===== src/rtl/core/tbeq_pkg.sv =====
package tbeq_pkg;

  localparam int STATE_SLOTS_DEF = 8;

  localparam int SAMPLE_W   = 24;
  localparam int DATA_W     = 32;
  localparam int GAIN_W     = 18;
  localparam int COEF_W     = 17;
  localparam int CFG_IDX_W  = 3;
  localparam int CFG_DATA_W = 18;

  localparam int BANDS  = 3;
  localparam int OPA_W  = 34;
  localparam int OPB_W  = 19;
  localparam int PROD_W = 53;
  localparam int ACC_W  = 54;
  localparam int RND_W  = 55;
  localparam int SAT_W  = 56;
  localparam int STEP_W = 5;

  localparam logic [CFG_IDX_W-1:0] REG_TOP_GAIN   = 3'd0;
  localparam logic [CFG_IDX_W-1:0] REG_BAND1_GAIN = 3'd1;
  localparam logic [CFG_IDX_W-1:0] REG_BAND2_GAIN = 3'd2;
  localparam logic [CFG_IDX_W-1:0] REG_BAND3_GAIN = 3'd3;
  localparam logic [CFG_IDX_W-1:0] REG_BAND1_COEF = 3'd4;
  localparam logic [CFG_IDX_W-1:0] REG_BAND2_COEF = 3'd5;
  localparam logic [CFG_IDX_W-1:0] REG_BAND3_COEF = 3'd6;

  localparam logic [GAIN_W-1:0] GAIN_RST       = 18'd65536;
  localparam logic [COEF_W-1:0] BAND1_COEF_RST = 17'd32768;
  localparam logic [COEF_W-1:0] BAND2_COEF_RST = 17'd4096;
  localparam logic [COEF_W-1:0] BAND3_COEF_RST = 17'd1024;
  localparam logic [COEF_W-1:0] COEF_ONE       = 17'd65536;

  typedef struct packed {
    logic [GAIN_W-1:0] top_gain;
    logic [GAIN_W-1:0] band1_gain;
    logic [GAIN_W-1:0] band2_gain;
    logic [GAIN_W-1:0] band3_gain;
    logic [COEF_W-1:0] band1_coef;
    logic [COEF_W-1:0] band2_coef;
    logic [COEF_W-1:0] band3_coef;
  } cfg_t;

  typedef enum logic [2:0] {
    OPA_DIFF, OPA_U, OPA_MN, OPA_TOP, OPA_B1, OPA_B2, OPA_B3
  } opa_e;

  typedef enum logic [2:0] {
    OPB_F, OPB_OMF, OPB_TG, OPB_G1, OPB_G2, OPB_G3
  } opb_e;

  typedef enum logic [1:0] {WB_SLEW, WB_Y, WB_V} wb_e;

  typedef enum logic [1:0] {JMP_NONE, JMP_BAND, JMP_STAGE, JMP_DONE} jmp_e;

  // slot offset inside a stage
  localparam logic OFF_VAL  = 1'b0;
  localparam logic OFF_SLEW = 1'b1;

  localparam logic [STEP_W-1:0] UC_ENTRY = '0;

  typedef struct packed {
    logic rd;
    logic rd_off;
    logic ld_m;
    logic ld_n;
    logic op_en;
    opa_e opa;
    opb_e opb;
    logic acc_add;
    logic wb_en;
    wb_e  wb;
    jmp_e jmp;
  } ucw_t;

  localparam ucw_t UCW_NOP = '{
    rd: 1'b0, rd_off: OFF_VAL, ld_m: 1'b0, ld_n: 1'b0, op_en: 1'b0,
    opa: OPA_DIFF, opb: OPB_F, acc_add: 1'b0, wb_en: 1'b0, wb: WB_SLEW,
    jmp: JMP_NONE
  };

  function automatic ucw_t uc_mem(input logic rd, input logic off, input logic ldm,
                                  input logic ldn);
    ucw_t w;
    w = UCW_NOP;
    w.rd = rd;
    w.rd_off = off;
    w.ld_m = ldm;
    w.ld_n = ldn;
    return w;
  endfunction

  function automatic ucw_t uc_op(input opa_e a, input opb_e b, input logic add);
    ucw_t w;
    w = UCW_NOP;
    w.op_en = 1'b1;
    w.opa = a;
    w.opb = b;
    w.acc_add = add;
    return w;
  endfunction

  function automatic ucw_t uc_wb(input wb_e dst, input jmp_e j);
    ucw_t w;
    w = UCW_NOP;
    w.wb_en = 1'b1;
    w.wb = dst;
    w.jmp = j;
    return w;
  endfunction

  function automatic ucw_t uc_jmp(input jmp_e j);
    ucw_t w;
    w = UCW_NOP;
    w.jmp = j;
    return w;
  endfunction

  // control store: one section (looped per band), stage combine, output
  function automatic ucw_t ucode(input logic [STEP_W-1:0] step);
    ucw_t w;
    unique case (step)
      5'd0:    w = uc_mem(1'b1, OFF_VAL, 1'b0, 1'b0);
      5'd1:    w = uc_mem(1'b1, OFF_SLEW, 1'b1, 1'b0);
      5'd2:    w = uc_mem(1'b0, OFF_VAL, 1'b0, 1'b1);
      5'd3:    w = uc_op(OPA_DIFF, OPB_F, 1'b0);
      5'd4:    w = uc_op(OPA_U, OPB_F, 1'b0);
      5'd5:    w = uc_op(OPA_MN, OPB_OMF, 1'b1);
      5'd6:    w = uc_wb(WB_SLEW, JMP_NONE);
      5'd7:    w = UCW_NOP;
      5'd8:    w = uc_wb(WB_Y, JMP_BAND);
      5'd9:    w = uc_op(OPA_TOP, OPB_TG, 1'b0);
      5'd10:   w = uc_op(OPA_B1, OPB_G1, 1'b1);
      5'd11:   w = uc_op(OPA_B2, OPB_G2, 1'b1);
      5'd12:   w = uc_op(OPA_B3, OPB_G3, 1'b1);
      5'd13:   w = UCW_NOP;
      5'd14:   w = UCW_NOP;
      5'd15:   w = uc_wb(WB_V, JMP_STAGE);
      5'd16:   w = uc_jmp(JMP_DONE);
      default: w = uc_jmp(JMP_DONE);
    endcase
    return w;
  endfunction

  localparam logic signed [SAT_W-1:0] SAT32_MAX = 56'sd2147483647;
  localparam logic signed [SAT_W-1:0] SAT32_MIN = -56'sd2147483648;

  function automatic logic signed [DATA_W-1:0] sat32(input logic signed [SAT_W-1:0] x);
    logic signed [DATA_W-1:0] r;
    if (x > SAT32_MAX) begin
      r = SAT32_MAX[DATA_W-1:0];
    end else if (x < SAT32_MIN) begin
      r = SAT32_MIN[DATA_W-1:0];
    end else begin
      r = x[DATA_W-1:0];
    end
    return r;
  endfunction

endpackage


===== src/rtl/core/tbeq_in_if.sv =====
interface tbeq_in_if import tbeq_pkg::*; ();
  logic                       valid;
  logic                       ready;
  logic signed [SAMPLE_W-1:0] sample_in;

  modport source (output valid, output sample_in, input ready);
  modport sink (input valid, input sample_in, output ready);
endinterface


===== src/rtl/core/tbeq_out_if.sv =====
interface tbeq_out_if import tbeq_pkg::*; ();
  logic                       valid;
  logic                       ready;
  logic signed [SAMPLE_W-1:0] sample_out;

  modport source (output valid, output sample_out, input ready);
  modport sink (input valid, input sample_out, output ready);
endinterface


===== src/rtl/core/tbeq_ram.sv =====
module tbeq_ram #(
  parameter int WIDTH = 32,
  parameter int DEPTH = 8,
  localparam int ADDR_W = (DEPTH > 1) ? $clog2(DEPTH) : 1
) (
  input  logic              clk_i,
  input  logic              we_i,
  input  logic [ADDR_W-1:0] waddr_i,
  input  logic [WIDTH-1:0]  wdata_i,
  input  logic              re_i,
  input  logic [ADDR_W-1:0] raddr_i,
  output logic [WIDTH-1:0]  rdata_o
);

  logic [WIDTH-1:0] mem_q [DEPTH];

  always_ff @(posedge clk_i) begin
    if (we_i) begin
      mem_q[waddr_i] <= wdata_i;
    end
    if (re_i) begin
      rdata_o <= mem_q[raddr_i];
    end
  end

endmodule


===== src/rtl/core/tbeq_seq.sv =====
module tbeq_seq import tbeq_pkg::*; #(
  parameter int STATE_SLOTS = STATE_SLOTS_DEF,
  localparam int STAGES = STATE_SLOTS / 2,
  localparam int STG_W = (STAGES > 1) ? $clog2(STAGES) : 1
) (
  input  logic             clk_i,
  input  logic             rst_ni,
  input  logic             start_i,
  input  logic             out_free_i,
  output ucw_t             ucw_o,
  output logic [1:0]       band_o,
  output logic [STG_W-1:0] stage_o,
  output logic             busy_o,
  output logic             done_o
);

  localparam logic [1:0]       LAST_BAND  = 2'(BANDS - 1);
  localparam logic [STG_W-1:0] LAST_STAGE = STG_W'(STAGES - 1);

  logic              busy_q, busy_d;
  logic [STEP_W-1:0] step_q, step_d;
  logic [1:0]        band_q, band_d;
  logic [STG_W-1:0]  stage_q, stage_d;
  ucw_t              word;

  assign word = ucode(step_q);

  always_comb begin
    busy_d  = busy_q;
    step_d  = step_q;
    band_d  = band_q;
    stage_d = stage_q;
    done_o  = 1'b0;
    if (!busy_q) begin
      if (start_i) begin
        busy_d  = 1'b1;
        step_d  = UC_ENTRY;
        band_d  = '0;
        stage_d = '0;
      end
    end else begin
      unique case (word.jmp)
        JMP_NONE: step_d = step_q + STEP_W'(1);
        JMP_BAND: begin
          if (band_q == LAST_BAND) begin
            band_d = '0;
            step_d = step_q + STEP_W'(1);
          end else begin
            band_d = band_q + 2'd1;
            step_d = UC_ENTRY;
          end
        end
        JMP_STAGE: begin
          if (stage_q == LAST_STAGE) begin
            step_d = step_q + STEP_W'(1);
          end else begin
            stage_d = stage_q + STG_W'(1);
            step_d  = UC_ENTRY;
          end
        end
        JMP_DONE: begin
          // hold here until the output register can take the sample
          if (out_free_i) begin
            busy_d = 1'b0;
            done_o = 1'b1;
          end
        end
      endcase
    end
  end

  always_ff @(posedge clk_i or negedge rst_ni) begin
    if (!rst_ni) begin
      busy_q  <= 1'b0;
      step_q  <= '0;
      band_q  <= '0;
      stage_q <= '0;
    end else begin
      busy_q  <= busy_d;
      step_q  <= step_d;
      band_q  <= band_d;
      stage_q <= stage_d;
    end
  end

  assign ucw_o   = busy_q ? word : UCW_NOP;
  assign band_o  = band_q;
  assign stage_o = stage_q;
  assign busy_o  = busy_q;

endmodule


===== src/rtl/core/tbeq_dp.sv =====
module tbeq_dp import tbeq_pkg::*; #(
  parameter int STATE_SLOTS = STATE_SLOTS_DEF,
  localparam int STAGES = STATE_SLOTS / 2,
  localparam int STG_W = (STAGES > 1) ? $clog2(STAGES) : 1
) (
  input  logic                       clk_i,
  input  logic                       rst_ni,
  input  cfg_t                       cfg_i,
  input  ucw_t                       ucw_i,
  input  logic [1:0]                 band_i,
  input  logic [STG_W-1:0]           stage_i,
  input  logic                       load_i,
  input  logic signed [SAMPLE_W-1:0] sample_i,
  output logic signed [SAMPLE_W-1:0] result_o
);

  localparam int ADDR_W = $clog2(STATE_SLOTS);
  localparam logic signed [DATA_W:0] OUT_MAX = 33'sd8388607;
  localparam logic signed [DATA_W:0] OUT_MIN = -33'sd8388608;

  logic signed [DATA_W-1:0] v_q, m_q, n_q;
  logic signed [DATA_W-1:0] y_q [BANDS];
  logic signed [OPA_W-1:0]  opa_q, opa;
  logic signed [OPB_W-1:0]  opb_q, opb;
  logic signed [PROD_W-1:0] prod_q;
  logic signed [ACC_W-1:0]  acc_q;
  logic                     op_v_q, op_add_q, mul_v_q, mul_add_q;

  logic [DATA_W-1:0]        rdata [BANDS];
  logic [STATE_SLOTS-1:0]   vld_q [BANDS];
  logic                     rd_vld_q;
  logic signed [DATA_W-1:0] rd_data;
  logic [ADDR_W-1:0]        raddr, waddr;
  logic                     ram_we;

  logic signed [DATA_W-1:0] u;
  logic [COEF_W-1:0]        coef, f, omf;
  logic signed [RND_W-1:0]  rnd, shv;
  logic signed [DATA_W-1:0] wb_res;
  logic signed [DATA_W:0]   vr;

  // slot 2s holds the filter value, slot 2s+1 the slew
  assign raddr  = ADDR_W'({stage_i, ucw_i.rd_off});
  assign waddr  = ADDR_W'({stage_i, (ucw_i.wb == WB_SLEW) ? OFF_SLEW : OFF_VAL});
  assign ram_we = ucw_i.wb_en && (ucw_i.wb == WB_SLEW || ucw_i.wb == WB_Y);

  for (genvar k = 0; k < BANDS; k++) begin : g_band
    tbeq_ram #(
      .WIDTH (DATA_W),
      .DEPTH (STATE_SLOTS)
    ) u_ram (
      .clk_i   (clk_i),
      .we_i    (ram_we && band_i == 2'(k)),
      .waddr_i (waddr),
      .wdata_i (wb_res),
      .re_i    (ucw_i.rd && band_i == 2'(k)),
      .raddr_i (raddr),
      .rdata_o (rdata[k])
    );
  end

  // never-written slots read as zero
  assign rd_data = rd_vld_q ? signed'(rdata[band_i]) : '0;

  always_comb begin
    unique case (band_i)
      2'd0:    u = v_q;
      2'd1:    u = y_q[0];
      default: u = y_q[1];
    endcase
  end

  always_comb begin
    unique case (band_i)
      2'd0:    coef = cfg_i.band1_coef;
      2'd1:    coef = cfg_i.band2_coef;
      default: coef = cfg_i.band3_coef;
    endcase
    f   = (coef > COEF_ONE) ? COEF_ONE : coef;
    omf = COEF_ONE - f;
  end

  always_comb begin
    unique case (ucw_i.opa)
      OPA_DIFF: opa = OPA_W'(u) - OPA_W'(m_q) + OPA_W'(n_q);
      OPA_U:    opa = OPA_W'(u);
      OPA_MN:   opa = OPA_W'(m_q) + OPA_W'(n_q);
      OPA_TOP:  opa = OPA_W'(sat32(SAT_W'(OPA_W'(v_q) - OPA_W'(y_q[0]))));
      OPA_B1:   opa = OPA_W'(sat32(SAT_W'(OPA_W'(y_q[0]) - OPA_W'(y_q[1]))));
      OPA_B2:   opa = OPA_W'(sat32(SAT_W'(OPA_W'(y_q[1]) - OPA_W'(y_q[2]))));
      OPA_B3:   opa = OPA_W'(y_q[2]);
      default:  opa = '0;
    endcase
  end

  always_comb begin
    unique case (ucw_i.opb)
      OPB_F:   opb = signed'({2'b00, f});
      OPB_OMF: opb = signed'({2'b00, omf});
      OPB_TG:  opb = signed'({1'b0, cfg_i.top_gain});
      OPB_G1:  opb = signed'({1'b0, cfg_i.band1_gain});
      OPB_G2:  opb = signed'({1'b0, cfg_i.band2_gain});
      OPB_G3:  opb = signed'({1'b0, cfg_i.band3_gain});
      default: opb = '0;
    endcase
  end

  // round half up: add half an lsb, then arithmetic shift
  always_comb begin
    if (ucw_i.wb == WB_SLEW) begin
      rnd = RND_W'(acc_q) + RND_W'(65536);
      shv = rnd >>> 17;
    end else begin
      rnd = RND_W'(acc_q) + RND_W'(32768);
      shv = rnd >>> 16;
    end
    wb_res = sat32(SAT_W'(shv));
  end

  always_ff @(posedge clk_i or negedge rst_ni) begin
    if (!rst_ni) begin
      for (int k = 0; k < BANDS; k++) begin
        vld_q[k] <= '0;
      end
      rd_vld_q  <= 1'b0;
      op_v_q    <= 1'b0;
      op_add_q  <= 1'b0;
      mul_v_q   <= 1'b0;
      mul_add_q <= 1'b0;
    end else begin
      if (ram_we) begin
        vld_q[band_i][waddr] <= 1'b1;
      end
      if (ucw_i.rd) begin
        rd_vld_q <= vld_q[band_i][raddr];
      end
      op_v_q    <= ucw_i.op_en;
      op_add_q  <= ucw_i.acc_add;
      mul_v_q   <= op_v_q;
      mul_add_q <= op_add_q;
    end
  end

  always_ff @(posedge clk_i) begin
    if (load_i) begin
      v_q <= {{(DATA_W - SAMPLE_W - 1){sample_i[SAMPLE_W-1]}}, sample_i, 1'b0};
    end else if (ucw_i.wb_en && ucw_i.wb == WB_V) begin
      v_q <= wb_res;
    end
    if (ucw_i.wb_en && ucw_i.wb == WB_Y) begin
      y_q[band_i] <= wb_res;
    end
    if (ucw_i.ld_m) begin
      m_q <= rd_data;
    end
    if (ucw_i.ld_n) begin
      n_q <= rd_data;
    end
    if (ucw_i.op_en) begin
      opa_q <= opa;
      opb_q <= opb;
    end
    if (op_v_q) begin
      prod_q <= opa_q * opb_q;
    end
    if (mul_v_q) begin
      acc_q <= (mul_add_q ? acc_q : '0) + ACC_W'(prod_q);
    end
  end

  // Q8.24 back to Q1.23 with rounding and 24-bit saturation
  always_comb begin
    vr = ((DATA_W + 1)'(v_q) + 33'sd1) >>> 1;
    if (vr > OUT_MAX) begin
      result_o = OUT_MAX[SAMPLE_W-1:0];
    end else if (vr < OUT_MIN) begin
      result_o = OUT_MIN[SAMPLE_W-1:0];
    end else begin
      result_o = vr[SAMPLE_W-1:0];
    end
  end

endmodule


===== src/rtl/core/three_band_split_eq_filter_unit.sv =====
// channel   dir  beat payload              handshake
// in_i      in   sample_in  s24 Q1.23      valid/ready
// out_o     out  sample_out s24 Q1.23 sat  valid/ready
// cfg       in   cfg_idx_i 3b, cfg_data_i  cfg_we_i, no stall
//
// each sample runs on the single shared multiply-accumulate unit: each
// band section is a nine-step microcode loop, each stage adds a seven-step
// gain combine, then one step hands over the result.
// in_i is ready whenever the sequencer is idle, even while a result waits
// on out_o; the final step holds until the output register is free.
// reset restores the register defaults and clears the per-slot valid bits,
// so all filter state reads as zero with no clearing pass.
module three_band_split_eq_filter_unit import tbeq_pkg::*; #(
  parameter int STATE_SLOTS = STATE_SLOTS_DEF,
  localparam int STAGES = STATE_SLOTS / 2,
  localparam int STG_W = (STAGES > 1) ? $clog2(STAGES) : 1
) (
  input  logic                  clk_i,
  input  logic                  rst_ni,
  tbeq_in_if.sink               in_i,
  tbeq_out_if.source            out_o,
  input  logic                  cfg_we_i,
  input  logic [CFG_IDX_W-1:0]  cfg_idx_i,
  input  logic [CFG_DATA_W-1:0] cfg_data_i
);

  // configuration registers
  cfg_t cfg_q;

  always_ff @(posedge clk_i or negedge rst_ni) begin
    if (!rst_ni) begin
      cfg_q.top_gain   <= GAIN_RST;
      cfg_q.band1_gain <= GAIN_RST;
      cfg_q.band2_gain <= GAIN_RST;
      cfg_q.band3_gain <= GAIN_RST;
      cfg_q.band1_coef <= BAND1_COEF_RST;
      cfg_q.band2_coef <= BAND2_COEF_RST;
      cfg_q.band3_coef <= BAND3_COEF_RST;
    end else if (cfg_we_i) begin
      unique case (cfg_idx_i)
        REG_TOP_GAIN:   cfg_q.top_gain   <= cfg_data_i[GAIN_W-1:0];
        REG_BAND1_GAIN: cfg_q.band1_gain <= cfg_data_i[GAIN_W-1:0];
        REG_BAND2_GAIN: cfg_q.band2_gain <= cfg_data_i[GAIN_W-1:0];
        REG_BAND3_GAIN: cfg_q.band3_gain <= cfg_data_i[GAIN_W-1:0];
        REG_BAND1_COEF: cfg_q.band1_coef <= cfg_data_i[COEF_W-1:0];
        REG_BAND2_COEF: cfg_q.band2_coef <= cfg_data_i[COEF_W-1:0];
        REG_BAND3_COEF: cfg_q.band3_coef <= cfg_data_i[COEF_W-1:0];
        default: ; // unknown index, write dropped
      endcase
    end
  end

  // sequencer and datapath
  ucw_t                       ucw;
  logic [1:0]                 band;
  logic [STG_W-1:0]           stage;
  logic                       busy, done, start, out_free;
  logic signed [SAMPLE_W-1:0] result;

  // output register
  logic                       out_valid_q;
  logic signed [SAMPLE_W-1:0] out_data_q;

  assign start     = in_i.valid && in_i.ready;
  assign in_i.ready = !busy;
  assign out_free  = !out_valid_q || out_o.ready;

  tbeq_seq #(
    .STATE_SLOTS (STATE_SLOTS)
  ) u_seq (
    .clk_i      (clk_i),
    .rst_ni     (rst_ni),
    .start_i    (start),
    .out_free_i (out_free),
    .ucw_o      (ucw),
    .band_o     (band),
    .stage_o    (stage),
    .busy_o     (busy),
    .done_o     (done)
  );

  tbeq_dp #(
    .STATE_SLOTS (STATE_SLOTS)
  ) u_dp (
    .clk_i    (clk_i),
    .rst_ni   (rst_ni),
    .cfg_i    (cfg_q),
    .ucw_i    (ucw),
    .band_i   (band),
    .stage_i  (stage),
    .load_i   (start),
    .sample_i (in_i.sample_in),
    .result_o (result)
  );

  always_ff @(posedge clk_i or negedge rst_ni) begin
    if (!rst_ni) begin
      out_valid_q <= 1'b0;
    end else if (done) begin
      out_valid_q <= 1'b1;
    end else if (out_o.ready) begin
      out_valid_q <= 1'b0;
    end
  end

  always_ff @(posedge clk_i) begin
    if (done) begin
      out_data_q <= result;
    end
  end

  assign out_o.valid      = out_valid_q;
  assign out_o.sample_out = out_data_q;

  // a taken beat always starts the sequencer
  a_start_busy: assert property (@(posedge clk_i) disable iff (!rst_ni)
    start |=> busy)
    else $error("sequencer not running after input beat");

  // a result never overwrites one that has not been taken
  a_done_free: assert property (@(posedge clk_i) disable iff (!rst_ni)
    done |-> (!out_valid_q || out_o.ready))
    else $error("result finished while output register full");

  // finishing frees the sequencer and presents the result
  a_done_out: assert property (@(posedge clk_i) disable iff (!rst_ni)
    done |=> (out_o.valid && !busy))
    else $error("result not presented after final step");

endmodule


===== src/flat_wrapper.sv =====
// flat-port wrapper written by rule: the top's interface ports become plain ports
module three_band_split_eq_filter_unit_flat import tbeq_pkg::*;
#(
  parameter int STATE_SLOTS = STATE_SLOTS_DEF,
  localparam int STAGES = STATE_SLOTS / 2,
  localparam int STG_W = (STAGES > 1) ? $clog2(STAGES) : 1
)
  (clk_i, rst_ni, cfg_we_i, cfg_idx_i, cfg_data_i, in_i_valid, in_i_sample_in, in_i_ready, out_o_valid, out_o_sample_out, out_o_ready);
  tbeq_in_if in_i_i ();
  tbeq_out_if out_o_i ();
  input  logic clk_i;
  input  logic rst_ni;
  input  logic cfg_we_i;
  input  logic [CFG_IDX_W-1:0] cfg_idx_i;
  input  logic [CFG_DATA_W-1:0] cfg_data_i;
  input wire logic [$bits(in_i_i.valid)-1:0] in_i_valid;
  input wire logic [$bits(in_i_i.sample_in)-1:0] in_i_sample_in;
  output wire logic [$bits(in_i_i.ready)-1:0] in_i_ready;
  output wire logic [$bits(out_o_i.valid)-1:0] out_o_valid;
  output wire logic [$bits(out_o_i.sample_out)-1:0] out_o_sample_out;
  input wire logic [$bits(out_o_i.ready)-1:0] out_o_ready;
  assign in_i_i.valid = in_i_valid;
  assign in_i_i.sample_in = in_i_sample_in;
  assign in_i_ready = in_i_i.ready;
  assign out_o_valid = out_o_i.valid;
  assign out_o_sample_out = out_o_i.sample_out;
  assign out_o_i.ready = out_o_ready;
  three_band_split_eq_filter_unit #(.STATE_SLOTS(STATE_SLOTS)) u_core (.clk_i(clk_i), .rst_ni(rst_ni), .in_i(in_i_i), .out_o(out_o_i), .cfg_we_i(cfg_we_i), .cfg_idx_i(cfg_idx_i), .cfg_data_i(cfg_data_i));
endmodule

===== config.mk =====
export PLATFORM = sky130hd
export DESIGN_NAME = three_band_split_eq_filter_unit_flat
export DESIGN_NICKNAME = d
export VERILOG_FILES = /design/src/rtl/core/tbeq_pkg.sv /design/src/rtl/core/tbeq_in_if.sv /design/src/rtl/core/tbeq_out_if.sv /design/src/rtl/core/tbeq_ram.sv /design/src/rtl/core/tbeq_seq.sv /design/src/rtl/core/tbeq_dp.sv /design/src/rtl/core/three_band_split_eq_filter_unit.sv /design/src/flat_wrapper.sv
export SDC_FILE = /design/constraint.sdc
export NUM_CORES = 2
export LEC_CHECK = 0
export ABC_AREA = 1
export ABC_CLOCK_PERIOD_IN_PS = 8350
export CAP_MARGIN = 20
export CORE_ASPECT_RATIO = 0.6
export CORE_MARGIN = 4
export CORE_UTILIZATION = 25
export DETAILED_ROUTE_END_ITERATION = 6
export DONT_BUFFER_PORTS = 1
export SLEW_MARGIN = 20
export SYNTH_ARGS = -nofsm -noshare
export SYNTH_HDL_FRONTEND = slang
export SYNTH_SLANG_ARGS = --single-unit

===== constraint.sdc =====
create_clock -name clk_i -period 8.35 [get_ports clk_i]
set_input_delay 1.2525 -clock clk_i [delete_from_list [all_inputs] [get_ports clk_i]]
set_output_delay 1.2525 -clock clk_i [all_outputs]
set_load 0.1 [all_outputs]

==> flow_metrics.tcl <==
set metrics [dict create \
    seq_area_frac_synth_pct 42.93 \
    root_buffer "sky130_fd_sc_hd__clkbuf_16" \
    die_area_um2 395000 \
    final_net_count 11879 \
    cts_made_buffers 143 \
    crit_path_cell_trace "buf_4, nand2_1, fa_1, inv_1, fa_1, fa_1, fa_1, fa_1, inv_1, fa_1, inv_1, ha_1, nand2_1, nor2_1, inv_1, nor2_1, inv_1, nor4_1, nand2_1, nand2_1, nand3_1, nand3_1, nand2_1" \
    hold_viol_final 0 \
    clock_tree.htree_level_count 4 \
    netlist_area_um2 96170 \
    crit_path_frequent_cell "sky130_fd_sc_hd__fa_1" \
    grt-busiest-layer "met1" \
    grt_pass1_wl_um 502300 \
    clock_path_buffers 4 \
    layout.cells.most_common "sky130_fd_sc_hd__nand2_1" \
    netlist_top_cells_area "sky130_fd_sc_hd__edfxtp_1 (39%), sky130_fd_sc_hd__fa_1 (13%), sky130_fd_sc_hd__nand2_1 (9.3%)" \
    postCtsSetupBuffers 0 \
    cts.clk_slew.worst_paths_ps 70 \
    drv_cap 0 \
    crit_path_end_kind "flip-flop" \
    setup.worst_path.class "reg2reg" \
    outcome "complete, no violations" \
    post_synth.cell_area_avg_um2 8.806 \
    pin_count_of_the_biggest_net_entering_global_routing 200 \
    gpl.final_weighted_congestion 0.9989 \
    fill_cells 40748 \
    cp.buffers_inverters 6 \
    ys_async_sr_fraction_pct 11.63 \
    drv_slew 0 \
    timing.critical_path.required_ps 8860 \
    synth_simple_gate_area_share_pct 17.68 \
    cts_tree "yes" \
    post_synth_num_cell_types 58 \
    drt-total-wl_um 343700 \
    drt-vias-per-instance 4.824 \
    first_global_vias 71842 \
    seqCellArea_um2 41290 \
    synth_compound_gate_area_share_pct 10.21 \
    synth-xor-area-share_pct 2.195 \
    fp.dieW_um 808.7 \
    synthesis.instances 10921 \
    final_period_utilization_pct 85.40 \
    rsz0062_at_grt "no" \
    route.antenna.remaining_nets 0 \
    yosys_warnings 0 \
    maxClockFrequency_ghz 0.1402 \
    postLayoutSetupSlackWorst_ps 1219 \
    use_met1_pct 27.68 \
    arrival_ps 7640 \
    num_vias 77218 \
    grt.overflow.total 0 \
    floorplan.initialDensity_pct 25.10 \
    crit_family "adder cells" \
    drc 0 \
    holdCritPathClass "in2async" \
    largest_incremental_delay_on_the_critical_path_ps 930 \
    detailedRoute.firstPassIterationCount 6 \
    clock_skew_ps 92.26 \
    cts.sinks 1402 \
    yosys.area_share.adder_pct 18.17 \
    die_h_um 488.4 \
    initial_antenna_violation_count 42 \
    groute.usage.overall_pct 16.95 \
    worstSkewPairLatency_ps 860 \
    synth_edf_count 1238 \
    first_iter_violations 10592 \
    dp_hpwl_um 251400 \
    top_level_ports 76 \
    most-common-layout-cells "sky130_fd_sc_hd__nand2_1 (2377), sky130_fd_sc_hd__inv_1 (1791), sky130_fd_sc_hd__nor2_1 (1335)" \
    startpoint_type "flip-flop" \
    final.min_clock_period_ps 7131 \
    holdBufCountCts 0 \
    yosys-mux-area-fraction_pct 0 \
    yosys.area.top_type "sky130_fd_sc_hd__edfxtp_1" \
    crit_fanout 17 \
    post_route_cells_drive_above_1_share_pct 4.280 \
    total_nets_after_synthesis 11992 \
    worst_hold_slack_ps 182.9 \
    grt_util_met2_pct 21.35 \
    critPathSlowestCell "sky130_fd_sc_hd__edfxtp_1" \
    floorplan.core_area_um2 383200 \
    setup_total_negative_slack_ps 0 \
    placement.io_buffers 0 \
    setup_viol 0 \
    num_rows 176 \
    placement.setup.worst_slack_ps 1372 \
    route.detailed.wl_per_inst_um 21.47 \
    most_instantiated_flip_flop_cell_in_the_synthesis_netlist "sky130_fd_sc_hd__edfxtp_1" \
    timing.max_slew.rel_slack_pct 17.30 \
    area_occupied_by_multi_input_gates_um2 46710 \
    grt_util_met3_pct 5.376 \
    areaGrowthSynthToFinish_pct 11.34 \
    synth_seq_cells 1402 \
    worstMarginPinSlew_ps 1228 \
    main_combinational_cell_family_by_area_after_synthesis "adder cells" \
    postCtsResizedCells 0 \
    synth_top_cell_area_share_pct 38.66 \
]
[worst paths after layout]
path / cells past startpoint / slack [ps] / start / end
worst max-delay path: 23 / 1220 / u_core.u_dp.opb_q[12] / u_core.u_dp.prod_q[42]
worst min-delay path: 0 / 180 / rst_ni / u_core.cfg_q[107]
worst max register to register: 23 / 1220 / u_core.u_dp.opb_q[12] / u_core.u_dp.prod_q[42]
worst min register to register: 2 / 460 / u_core.u_dp.vld_q[13] / u_core.u_dp.vld_q[13]
max in group asynchronous: 0 / 7730 / rst_ni / u_core.u_dp.op_v_q
min in group clk_i: 2 / 460 / u_core.u_dp.vld_q[13] / u_core.u_dp.vld_q[13]
[cell usage after synthesis (35+ instances only)]
library cell and instances:
sky130_fd_sc_hd__o21ai_0 806, sky130_fd_sc_hd__nor2_1 1372, sky130_fd_sc_hd__xnor2_1 82, sky130_fd_sc_hd__buf_1 49, sky130_fd_sc_hd__o22ai_1 126, sky130_fd_sc_hd__dfrtp_1 156
sky130_fd_sc_hd__nand4_1 54, sky130_fd_sc_hd__a21o_1 35, sky130_fd_sc_hd__fa_1 626, sky130_fd_sc_hd__nand3_1 308, sky130_fd_sc_hd__a31oi_1 134, sky130_fd_sc_hd__xor2_1 159
sky130_fd_sc_hd__nor3_1 71, sky130_fd_sc_hd__nand2_1 2380, sky130_fd_sc_hd__buf_2 58, sky130_fd_sc_hd__edfxtp_1 1238, sky130_fd_sc_hd__a22oi_1 57, sky130_fd_sc_hd__inv_1 1794
sky130_fd_sc_hd__a21oi_1 421, sky130_fd_sc_hd__clkbuf_1 293, sky130_fd_sc_hd__ha_1 395
[metal layers]
metal / wire length [um] / part of all wire (%) / vias to the layer above
li1: - / - / 35036
met1: 168300 / 49 / 37753
met2: 125300 / 36 / 4130
met3: 46220 / 13 / 287
met4: 3923 / 1.1 / 12
met5: 69 / 0.020 / -
[layout make-up]
type / count / area share [%]
multi-input combinational: 7301 / 43.62
sequential: 1402 / 38.56
inverter: 1800 / 6.326
tap: 5073 / 5.928
clock buffer: 175 / 3.629
timing repair buffer: 160 / 1.180
clock inverter: 74 / 0.6941
antenna: 23 / 0.05375
[worst reg2reg max path, delay by kind of cell (launching register included)]
kind / cells / cell delay, ps
and+or+nand+nor: 10 / 1690
adders and majority gates: 7 / 3540
buffers and inverters: 6 / 710
DFF: 1 / 930
[per-stage QoR]
| step | utilization (%) | area [um2] | std cells |
|---|---|---|---|
| floorplan | - | 96170 | 10921 |
| detailed placement | 26.71 | 102400 | 15735 |
| global route | 27.93 | 107000 | 15990 |
| finish | 27.94 | 107100 | 16008 |
| CTS | 27.92 | 107000 | 15984 |
| global placement | 26.71 | 102400 | 15735 |
[kinds of logic after synthesis]
family          Yosys count
buf+inv                2218
simple gates           4285
compound gates         1754
xor+xnor                241
flops                  1402
fa+ha+maj              1021
[sequential cells by signal, summed over array words and instances (netlist names), 2 cells and up]
| name | flops |
|---|---|
| u_core.cfg_q | 123 |
| u_core.out_o.sample_out | 24 |
| u_core.u_dp.acc_q | 54 |
| u_core.u_dp.g_band.u_ram.mem_q | 768 |
| u_core.u_dp.g_band.u_ram.rdata_o | 96 |
| u_core.u_dp.m_q | 32 |
| u_core.u_dp.n_q | 32 |
| u_core.u_dp.opa_q | 34 |
| u_core.u_dp.opb_q | 18 |
| u_core.u_dp.prod_q | 53 |
| u_core.u_dp.v_q | 32 |
| u_core.u_dp.vld_q | 24 |
| u_core.u_dp.y_q | 96 |
| u_core.u_seq.band_o | 2 |
| u_core.u_seq.stage_o | 2 |
| u_core.u_seq.step_q | 5 |
Power is left out: the tool's default activity adds up to more than one toggle a clock period on the data nets, which glitch-free logic cannot reach.
